===== config.mk =====
export PLATFORM = sky130hd
export DESIGN_NAME = positional_circular_list_top_flat
export DESIGN_NICKNAME = d
export VERILOG_FILES = /design/src/rtl/pcl_pkg.sv /design/src/rtl/pcl_ifs.sv /design/src/rtl/positional_circular_list_top.sv /design/src/rtl/pcl_ram.sv /design/src/rtl/pcl_free.sv /design/src/flat_wrapper.sv
export SDC_FILE = /design/constraint.sdc
export NUM_CORES = 2
export LEC_CHECK = 0
export ABC_AREA = 1
export BUFFER_PORTS_ARGS = -buffer_cell sky130_fd_sc_hd__clkbuf_2
export CAP_MARGIN = 20
export CORE_MARGIN = 4
export CORE_UTILIZATION = 30
export CTS_CLUSTER_DIAMETER = 40
export CTS_CLUSTER_SIZE = 20
export DETAILED_ROUTE_END_ITERATION = 6
export PLACE_DENSITY_LB_ADDON = 0.25
export SLEW_MARGIN = 10
export SYNTH_ARGS = -nofsm -noshare
export SYNTH_HDL_FRONTEND = slang
export SYNTH_SLANG_ARGS = --single-unit

===== constraint.sdc =====
create_clock -name clk -period 4 [get_ports clk]
set_input_delay 0.6 -clock clk [delete_from_list [all_inputs] [get_ports clk]]
set_output_delay 0.6 -clock clk [all_outputs]
set_load 0.03 [all_outputs]

===== src/rtl/pcl_pkg.sv =====
// ----------------------------------------------------------------------------
// pcl_pkg: shared types and constants of the positional circular list
// Sizes, operation and status codes, free-slot manager structs and helpers
// that fit request words into stored words and back.
// ----------------------------------------------------------------------------
package pcl_pkg;

  localparam int CAPACITY   = 64;
  localparam int DATA_WIDTH = 32;

  localparam int SLOT_W = $clog2(CAPACITY);
  localparam int CNT_W  = $clog2(CAPACITY + 1);
  localparam int POS_W  = 7;
  localparam int VAL_W  = 32;
  localparam int LEN_W  = 7;
  localparam int CMP_W  = ((POS_W > CNT_W) ? POS_W : CNT_W) + 1;

  typedef logic [1:0]            op_t;
  typedef logic [1:0]            status_t;
  typedef logic [SLOT_W-1:0]     slot_t;
  typedef logic [CNT_W-1:0]      count_t;
  typedef logic [DATA_WIDTH-1:0] word_t;

  localparam op_t OP_INSERT = 2'd0;
  localparam op_t OP_DELETE = 2'd1;
  localparam op_t OP_READ   = 2'd2;
  localparam op_t OP_CLEAR  = 2'd3;

  localparam status_t ST_OK      = 2'd0;
  localparam status_t ST_BAD_POS = 2'd1;
  localparam status_t ST_EMPTY   = 2'd2;
  localparam status_t ST_FULL    = 2'd3;

  // commands to the free-slot manager
  typedef struct packed {
    logic  clear;  // forget every slot
    logic  pop;    // head of free chain taken, slot carries the next head
    logic  bump;   // next never-used slot taken
    logic  push;   // slot returned to the front of the free chain
    slot_t slot;
  } free_cmd_t;

  typedef struct packed {
    slot_t  head;    // front of the free chain
    logic   listed;  // free chain holds at least one slot
    slot_t  fresh;   // lowest slot never handed out since the last clear
    count_t len;     // slots on the free chain
    count_t used;    // never-used slots handed out since the last clear
  } free_stat_t;

  function automatic word_t to_word(input logic [VAL_W-1:0] v);
    word_t w;
    for (int i = 0; i < DATA_WIDTH; i++) begin
      w[i] = (i < VAL_W) ? v[i % VAL_W] : 1'b0;
    end
    return w;
  endfunction

  function automatic logic [VAL_W-1:0] from_word(input word_t w);
    logic [VAL_W-1:0] r;
    for (int i = 0; i < VAL_W; i++) begin
      r[i] = (i < DATA_WIDTH) ? w[i % DATA_WIDTH] : 1'b0;
    end
    return r;
  endfunction

endpackage


===== src/rtl/pcl_ifs.sv =====
// ----------------------------------------------------------------------------
// pcl_ifs: request and response channels of the positional circular list
// Valid/ready channels; an item moves when valid and ready are both high.
// ----------------------------------------------------------------------------
interface pcl_req_if;
  import pcl_pkg::*;
  logic                    valid;
  logic                    ready;
  op_t                     op;
  logic [POS_W-1:0]        position;
  logic signed [VAL_W-1:0] value;
  modport source (output valid, op, position, value, input ready);
  modport sink (input valid, op, position, value, output ready);
endinterface

interface pcl_rsp_if;
  import pcl_pkg::*;
  logic                    valid;
  logic                    ready;
  logic signed [VAL_W-1:0] result_value;
  status_t                 status;
  logic [LEN_W-1:0]        length;
  modport source (output valid, result_value, status, length, input ready);
  modport sink (input valid, result_value, status, length, output ready);
endinterface


===== src/rtl/positional_circular_list_top.sv =====
// ----------------------------------------------------------------------------
// positional_circular_list_top: ordered circular list with positional access
// Elements sit in slots of an element memory and are joined in a ring by a
// link memory; insert, delete and read walk the ring from the tail.
//
//   channel  role    payload
//   req      sink    op, position, value
//   rsp      source  result_value, status, length
//
// path from accept to the result register load: clear or a rejected request
// goes straight to S_FIN; read walks the ring (S_WALK), reads the element (S_GET);
// delete also unlinks it and returns its slot (S_FREE, or in S_GET for the last
// element); insert writes the element (S_INS), walks and links it in (S_WALK,
// S_LINK, both skipped for an empty list), after S_POP if the slot comes off the
// free chain; the walk reads one link per cycle; no memory clearing pass is needed
// a new item is taken while a result waits; it stalls before its result
// register load until the previous result is taken
// ----------------------------------------------------------------------------
module positional_circular_list_top (
  input logic      clk,
  input logic      rst,
  pcl_req_if.sink  req,
  pcl_rsp_if.source rsp
);
  import pcl_pkg::*;

  localparam logic [2:0] S_IDLE = 3'd0;
  localparam logic [2:0] S_POP  = 3'd1;
  localparam logic [2:0] S_INS  = 3'd2;
  localparam logic [2:0] S_WALK = 3'd3;
  localparam logic [2:0] S_LINK = 3'd4;
  localparam logic [2:0] S_GET  = 3'd5;
  localparam logic [2:0] S_FREE = 3'd6;
  localparam logic [2:0] S_FIN  = 3'd7;

  logic [2:0] state;
  logic [2:0] state_next;

  op_t              op_r;
  logic [POS_W-1:0] pos_r;
  word_t            val_r;
  status_t          st_r;
  logic [VAL_W-1:0] res_r;
  slot_t            s;
  count_t           k;
  slot_t            cur;
  slot_t            newslot;
  slot_t            tail;
  count_t           count;

  logic             out_valid;
  logic [VAL_W-1:0] out_value;
  status_t          out_status;
  logic [LEN_W-1:0] out_length;

  logic  link_we, link_re;
  slot_t link_waddr, link_raddr, link_wdata, link_rdata;
  logic  elem_we, elem_re;
  slot_t elem_waddr, elem_raddr;
  word_t elem_wdata, elem_rdata;

  free_cmd_t  fcmd;
  free_stat_t fstat;

  logic             accept;
  logic             out_free;
  logic [CMP_W-1:0] pos_x;
  logic [CMP_W-1:0] cnt_x;
  status_t          req_status;
  logic             req_ins;

  pcl_ram #(.WIDTH(SLOT_W), .DEPTH(CAPACITY)) u_link (
    .clk   (clk),
    .we    (link_we),
    .waddr (link_waddr),
    .wdata (link_wdata),
    .re    (link_re),
    .raddr (link_raddr),
    .rdata (link_rdata)
  );

  pcl_ram #(.WIDTH(DATA_WIDTH), .DEPTH(CAPACITY)) u_elem (
    .clk   (clk),
    .we    (elem_we),
    .waddr (elem_waddr),
    .wdata (elem_wdata),
    .re    (elem_re),
    .raddr (elem_raddr),
    .rdata (elem_rdata)
  );

  pcl_free u_free (
    .clk  (clk),
    .rst  (rst),
    .cmd  (fcmd),
    .stat (fstat)
  );

  assign req.ready = (state == S_IDLE);
  assign accept    = req.valid && req.ready;
  assign out_free  = !out_valid || rsp.ready;

  assign rsp.valid        = out_valid;
  assign rsp.result_value = out_value;
  assign rsp.status       = out_status;
  assign rsp.length       = out_length;

  assign pos_x = CMP_W'(req.position);
  assign cnt_x = CMP_W'(count);

  // request check against the current length
  always_comb begin
    req_status = ST_OK;
    unique case (req.op)
      OP_INSERT: begin
        if (count >= count_t'(CAPACITY)) begin
          req_status = ST_FULL;
        end else if (pos_x == '0 || pos_x > cnt_x + CMP_W'(1)) begin
          req_status = ST_BAD_POS;
        end
      end
      OP_DELETE, OP_READ: begin
        if (count == '0) begin
          req_status = ST_EMPTY;
        end else if (pos_x == '0 || pos_x > cnt_x) begin
          req_status = ST_BAD_POS;
        end
      end
      OP_CLEAR: begin
        req_status = ST_OK;
      end
    endcase
  end

  assign req_ins  = (req.op == OP_INSERT) && (req_status == ST_OK);

  // memory ports, free-slot commands and next state
  always_comb begin
    state_next = state;
    link_we    = 1'b0;
    link_waddr = newslot;
    link_wdata = newslot;
    link_re    = 1'b0;
    link_raddr = tail;
    elem_we    = 1'b0;
    elem_waddr = newslot;
    elem_wdata = val_r;
    elem_re    = 1'b0;
    elem_raddr = link_rdata;
    fcmd       = '0;
    fcmd.slot  = link_rdata;

    unique case (state)
      S_IDLE: begin
        if (accept) begin
          if (req.op == OP_CLEAR) begin
            fcmd.clear = 1'b1;
            state_next = S_FIN;
          end else if (req_status != ST_OK) begin
            state_next = S_FIN;
          end else if (req_ins) begin
            if (fstat.listed) begin
              // fetch the link of the chain head to learn the next free slot
              link_re    = 1'b1;
              link_raddr = fstat.head;
              state_next = S_POP;
            end else begin
              fcmd.bump  = 1'b1;
              state_next = S_INS;
            end
          end else begin
            link_re    = 1'b1;
            link_raddr = tail;
            state_next = S_WALK;
          end
        end
      end
      S_POP: begin
        fcmd.pop   = 1'b1;
        fcmd.slot  = link_rdata;
        state_next = S_INS;
      end
      S_INS: begin
        elem_we = 1'b1;
        if (count == '0) begin
          // lone element links to itself
          link_we    = 1'b1;
          link_waddr = newslot;
          link_wdata = newslot;
          state_next = S_FIN;
        end else begin
          link_re    = 1'b1;
          link_raddr = tail;
          state_next = S_WALK;
        end
      end
      S_WALK: begin
        // link_rdata holds the successor of s
        if (k != '0) begin
          link_re    = 1'b1;
          link_raddr = link_rdata;
        end else if (op_r == OP_INSERT) begin
          link_we    = 1'b1;
          link_waddr = newslot;
          link_wdata = link_rdata;
          state_next = S_LINK;
        end else begin
          link_re    = 1'b1;
          link_raddr = link_rdata;
          elem_re    = 1'b1;
          elem_raddr = link_rdata;
          state_next = S_GET;
        end
      end
      S_LINK: begin
        link_we    = 1'b1;
        link_waddr = s;
        link_wdata = newslot;
        state_next = S_FIN;
      end
      S_GET: begin
        state_next = S_FIN;
        if (op_r == OP_DELETE) begin
          if (count == count_t'(1)) begin
            link_we    = 1'b1;
            link_waddr = cur;
            link_wdata = fstat.head;
            fcmd.push  = 1'b1;
            fcmd.slot  = cur;
          end else begin
            // unlink cur: predecessor now points past it
            link_we    = 1'b1;
            link_waddr = s;
            link_wdata = link_rdata;
            state_next = S_FREE;
          end
        end
      end
      S_FREE: begin
        link_we    = 1'b1;
        link_waddr = cur;
        link_wdata = fstat.head;
        fcmd.push  = 1'b1;
        fcmd.slot  = cur;
        state_next = S_FIN;
      end
      S_FIN: begin
        if (out_free) begin
          state_next = S_IDLE;
        end
      end
    endcase
  end

  always_ff @(posedge clk) begin
    if (rst) begin
      state     <= S_IDLE;
      count     <= '0;
      tail      <= '0;
      out_valid <= 1'b0;
    end else begin
      state <= state_next;
      // a fresh result may replace the one taken in the same cycle
      if (state == S_FIN && out_free) begin
        out_valid <= 1'b1;
      end else if (rsp.valid && rsp.ready) begin
        out_valid <= 1'b0;
      end
      unique case (state)
        S_IDLE: begin
          if (accept && req.op == OP_CLEAR) begin
            count <= '0;
            tail  <= '0;
          end
        end
        S_INS: begin
          if (count == '0) begin
            tail  <= newslot;
            count <= count + count_t'(1);
          end
        end
        S_LINK: begin
          if (CMP_W'(pos_r) == CMP_W'(count) + CMP_W'(1)) begin
            tail <= newslot;
          end
          count <= count + count_t'(1);
        end
        S_GET: begin
          if (op_r == OP_DELETE) begin
            if (count == count_t'(1)) begin
              tail  <= '0;
              count <= count - count_t'(1);
            end else if (cur == tail) begin
              tail <= s;
            end
          end
        end
        S_FREE: begin
          count <= count - count_t'(1);
        end
        S_POP, S_WALK, S_FIN: begin
        end
      endcase
    end
  end

  // item payload and walk registers
  always_ff @(posedge clk) begin
    unique case (state)
      S_IDLE: begin
        if (accept) begin
          op_r    <= req.op;
          pos_r   <= req.position;
          val_r   <= to_word(req.value);
          st_r    <= req_status;
          res_r   <= '0;
          s       <= tail;
          k       <= count_t'(req.position) - count_t'(1);
          newslot <= fstat.listed ? fstat.head : fstat.fresh;
        end
      end
      S_WALK: begin
        if (k != '0) begin
          s <= link_rdata;
          k <= k - count_t'(1);
        end else begin
          cur <= link_rdata;
        end
      end
      S_GET: begin
        res_r <= from_word(elem_rdata);
      end
      S_FIN: begin
        if (out_free) begin
          out_value  <= res_r;
          out_status <= st_r;
          out_length <= LEN_W'(count);
        end
      end
      S_POP, S_INS, S_LINK, S_FREE: begin
      end
    endcase
  end

  a_count_cap: assert property (@(posedge clk) disable iff (rst)
    count <= count_t'(CAPACITY))
    else $error("element count above capacity");

  a_slot_books: assert property (@(posedge clk) disable iff (rst)
    state == S_IDLE |-> fstat.used == count + fstat.len)
    else $error("slot bookkeeping out of step with element count");

  a_link_clash: assert property (@(posedge clk) disable iff (rst)
    !(link_we && link_re && link_waddr == link_raddr))
    else $error("link memory read and write hit the same slot");

  a_empty_len: assert property (@(posedge clk) disable iff (rst)
    (rsp.valid && rsp.status == ST_EMPTY) |-> rsp.length == '0)
    else $error("empty status with nonzero length");

endmodule


===== src/rtl/pcl_ram.sv =====
// ----------------------------------------------------------------------------
// pcl_ram: generic single-write, single-read memory
// One write port and one read port; read data is registered.
// ----------------------------------------------------------------------------
module pcl_ram #(
  parameter int WIDTH = 8,
  parameter int DEPTH = 64
) (
  input  logic                     clk,
  input  logic                     we,
  input  logic [$clog2(DEPTH)-1:0] waddr,
  input  logic [WIDTH-1:0]         wdata,
  input  logic                     re,
  input  logic [$clog2(DEPTH)-1:0] raddr,
  output logic [WIDTH-1:0]         rdata
);

  logic [WIDTH-1:0] mem [DEPTH];

  always_ff @(posedge clk) begin
    if (we) begin
      mem[waddr] <= wdata;
    end
    if (re) begin
      rdata <= mem[raddr];
    end
  end

endmodule


===== src/rtl/pcl_free.sv =====
// ----------------------------------------------------------------------------
// pcl_free: free-slot manager
// Hands out never-used slots by a fill count, and reuses returned slots
// through a free chain kept in the link memory. Clear resets both at once.
// ----------------------------------------------------------------------------
module pcl_free (
  input  logic                   clk,
  input  logic                   rst,
  input  pcl_pkg::free_cmd_t     cmd,
  output pcl_pkg::free_stat_t    stat
);
  import pcl_pkg::*;

  slot_t  head;
  count_t len;
  count_t used;

  always_ff @(posedge clk) begin
    if (rst || cmd.clear) begin
      len  <= '0;
      used <= '0;
    end else begin
      priority if (cmd.pop) begin
        len <= len - count_t'(1);
      end else if (cmd.bump) begin
        used <= used + count_t'(1);
      end else if (cmd.push) begin
        len <= len + count_t'(1);
      end
    end
  end

  always_ff @(posedge clk) begin
    if (cmd.pop || cmd.push) begin
      head <= cmd.slot;
    end
  end

  assign stat.head   = head;
  assign stat.listed = (len != '0);
  assign stat.fresh  = used[SLOT_W-1:0];
  assign stat.len    = len;
  assign stat.used   = used;

  a_pop_listed: assert property (@(posedge clk) disable iff (rst)
    cmd.pop |-> len != '0)
    else $error("free chain popped while empty");

  a_bump_only_unlisted: assert property (@(posedge clk) disable iff (rst)
    cmd.bump |-> (len == '0) && (used < count_t'(CAPACITY)))
    else $error("fresh slot taken while chain holds slots or store is used up");

  a_push_room: assert property (@(posedge clk) disable iff (rst)
    cmd.push |-> len < count_t'(CAPACITY))
    else $error("free chain overflow");

endmodule


===== src/flat_wrapper.sv =====
// flat-port wrapper written by rule: the top's interface ports become plain ports
module positional_circular_list_top_flat import pcl_pkg::*;
  (clk, rst, req_valid, req_op, req_position, req_value, req_ready, rsp_valid, rsp_result_value, rsp_status, rsp_length, rsp_ready);
  pcl_req_if req_i ();
  pcl_rsp_if rsp_i ();
  input logic clk;
  input logic rst;
  input wire logic [$bits(req_i.valid)-1:0] req_valid;
  input wire logic [$bits(req_i.op)-1:0] req_op;
  input wire logic [$bits(req_i.position)-1:0] req_position;
  input wire logic [$bits(req_i.value)-1:0] req_value;
  output wire logic [$bits(req_i.ready)-1:0] req_ready;
  output wire logic [$bits(rsp_i.valid)-1:0] rsp_valid;
  output wire logic [$bits(rsp_i.result_value)-1:0] rsp_result_value;
  output wire logic [$bits(rsp_i.status)-1:0] rsp_status;
  output wire logic [$bits(rsp_i.length)-1:0] rsp_length;
  input wire logic [$bits(rsp_i.ready)-1:0] rsp_ready;
  assign req_i.valid = req_valid;
  assign req_i.op = req_op;
  assign req_i.position = req_position;
  assign req_i.value = req_value;
  assign req_ready = req_i.ready;
  assign rsp_valid = rsp_i.valid;
  assign rsp_result_value = rsp_i.result_value;
  assign rsp_status = rsp_i.status;
  assign rsp_length = rsp_i.length;
  assign rsp_i.ready = rsp_ready;
  positional_circular_list_top u_core (.clk(clk), .rst(rst), .req(req_i), .rsp(rsp_i));
endmodule

==> flow_metrics.tcl <==
set metrics [dict create \
    outcome "complete, no violations" \
    drive_gt1_frac 0.1718 \
    grt_pass1_wl_mm 495.4 \
    setup_viol 0 \
    place_congestion 0.8743 \
    drt-total-wl_mm 347.9 \
    syn_avg_cell_area_um2 12.83 \
    first_global_vias 69480 \
    synth_enable_flop_cells 2617 \
    yosys.area.top_type "edfxtp_1" \
    root_buffer "clkbuf_16" \
    worstPathMaxFanout 8 \
    synth-seq-cells 2647 \
    seq_area_um2 79200 \
    core_um2 349400 \
    routed_via_density 5.242 \
    final_area_um2 130600 \
    syn_nets 8283 \
    slew_headroom 0.2792 \
    synth_area_leaders "edfxtp_1 75%, o21ai_0 6.4%, nor2_1 5.8%" \
    yosys_warnings 0 \
    synth_top_area_share 0.7461 \
    ys_async_sr_fraction 0 \
    dp_slack_ps -180.2 \
    max_freq_mhz 258.8 \
    min_period_over_period 0.9661 \
    antenna_left 0 \
    wl_per_cell_um 25.46 \
    worst_path_most_repeated_cell "nand2_2" \
    ctsHtreeMaxLevel 5 \
    ir_worst_vdd_uv 601.6 \
    io_buffers 87 \
    worstSetupEndpointType "register" \
    place_inst 12860 \
    firstDrtPassIters 7 \
    criticalPathCategory "reg -> reg" \
    setup_ws_ps 135.7 \
    die_w_um 600.5 \
    worstMarginPinSlew_ps 1079 \
    utilization 0.3738 \
    fin_nets 8797 \
    max-cap-violations 0 \
    cts_tree "done" \
    critPathSlowestCell "dfxtp_4" \
    clk_pin_slew_ps 50 \
    crit_path_start_kind "register" \
    vias 71640 \
    place_area_um2 115100 \
    power.density_nw_per_um2 855.8 \
    synthFlopType "edfxtp_1" \
    track_usage 0.1837 \
    ys_top_cells_by_count "2617 x edfxtp_1, 1623 x nor2_1, 1344 x o21ai_0, 643 x o22ai_1, 581 x nand3_1" \
    rsz0062_at_grt "yes" \
    area_delta_synth_final_pct 24.01 \
    grt_overflow_total 0 \
    period_minus_slack_ps 3864 \
    grt_start_max_net_pins 149 \
    synthDistinctLibCells 51 \
    synth_area_um2 105300 \
    hold_path_class "in -> reg" \
    timing.final.hold_violations 0 \
    worstPathArrival_ps 4530 \
    antenna_found_initial 18 \
    die_h_um 600.5 \
    dieArea_um2 360700 \
    final-max-slew-violation-count 0 \
    whs_ps 185.4 \
    yosysSeqAreaShare 0.7518 \
    fillers 32970 \
    p_leak_nw 43.10 \
    drt_iter0_drc 8025 \
    cts_buffers 399 \
    synthCells 8209 \
    finClkSkew_ps 84.73 \
    rows 217 \
    start_util 0.3014 \
    synth_most_common_cell "edfxtp_1" \
    post-route-drc-count 0 \
    cpPeakStageDelay_ps 360 \
    fin_cells 13670 \
    place_hpwl_mm 200.8 \
    clk_latency_ps 960 \
    multi_input_area_um2 24540 \
    crit_required_ps 4660 \
    pin_count 88 \
    cts.sinks 2647 \
    clock_path_buffers 4 \
]
## report_power, final
| part | total (mW) | leakage, nW | switching, mW | internal [mW] |
|---|---|---|---|---|
| logic | 41.7 | 12.6 | 29.1 | 12.6 |
| clock network | 35.8 | 6.66 | 13.5 | 22.3 |
| registers | 34.3 | 23.8 | 0.545 | 33.7 |
| total | 112 | 43.1 | 43.2 | 68.6 |
## worst max-delay path: cells and delay by family (launching register included)
kind                     cells  cell delay (ps)
adder cells (fa/ha/maj)      2              460
buffers and inverters        4              520
AND/OR/NAND/NOR             19             1590
flip-flops                   1              360
XOR/XNOR                     1              160
AO/OA/AOI/OAI                2              470
## stage by stage
| stage | power (mW) | TNS, ps |
|---|---|---|
| CTS | 110.5 | 0 |
| floorplan | 55.78 | 0 |
| global route | 116.7 | -249.2 |
| global placement | 74.06 | -1552 |
| finish | 111.8 | 0 |
| detailed placement | 74.34 | -878.0 |
## cell families after synthesis
kind of cell | count (synthesis) | synth area share
xor gates and xnor gates | 23 | 0.001912
AOI/OAI and AO/OA | 2144 | 0.1130
DFF | 2647 | 0.7518
adders and majority gates | 29 | 0.003516
buffers and inverters | 739 | 0.02787
and+or+nand+nor | 2627 | 0.1019
## final timing paths
check | cells after the start | endpoint | slack, ps | startpoint
max | 28 | u_core.u_link.rdata[5] | 140 | u_core.count[0]
min | 2 | u_core.count[1] | 190 | rst
max reg2reg | 28 | u_core.u_link.rdata[5] | 140 | u_core.count[0]
min reg2reg | 0 | u_core.rsp.result_value[9] | 420 | u_core.res_r[9]
## cells in the final DEF (no fill, tap or decap), drive strengths merged, types with 3 or more instances in the layout
master,count
nor3,12
clkinvlp,46
dlygate4sd3,41
ha,28
o2111ai,4
xnor2,6
a21oi,48
clkbuf,542
o221ai,9
o21ai,1349
dfxtp,30
nor4,3
edfxtp,2617
inv,225
o211ai,7
o22ai,643
nand2,374
buf,544
bufinv,53
xor2,17
clkinv,137
a221oi,13
a22oi,5
nand3,583
nor2,1632
o21bai,4
nand4,18
diode,7
a211oi,14
o32ai,38
## final cells by class
cell class	instances	area share
Sequential cell	2647	0.6063
Multi-Input combinational cell	4823	0.1879
Clock buffer	446	0.07882
Timing Repair Buffer	682	0.05006
Tap cell	4599	0.04405
Clock inverter	291	0.02764
Inverter	170	0.005115
Antenna cell	7	0.0001341
## layer usage
metal,GRT usage,vias up,share of wire
met5,0,-,0.00018
li1,-,31740,-
met1,0.2408,36590,0.41
met4,0.06788,8,0.039
met2,0.3101,2689,0.48
met3,0.02507,610,0.062
## what timing repair did
item,in CTS,in global routing
hold buffers,41,0
endpoints found under the hold margin,41,0
setup endpoints to repair,6,6
pin swaps,1,40
gates resized for setup,6,164
cloned,1,10
buffers inserted,1,8
## sequential cells by signal, indices dropped and copies added (netlist names)
register,cells
u_core.u_elem.rdata,32
u_core.op_r,2
u_core.k,7
u_core.cur,6
u_core.u_free.head,6
u_core.tail,6
u_core.rsp.result_value,32
u_core.u_elem.mem,2048
u_core.u_free.used,6
u_core.rsp.status,2
u_core.u_free.len,7
u_core.st_r,2
u_core.pos_r,7
u_core.rsp.length,7
u_core.count,7
u_core.rsp.valid,1
u_core.res_r,32
u_core.elem_waddr,6
u_core.s,6
u_core.elem_wdata,32
u_core.state,3
u_core.u_link.mem,384
u_core.u_link.rdata,6
Power figures use the tool's default switching activity.
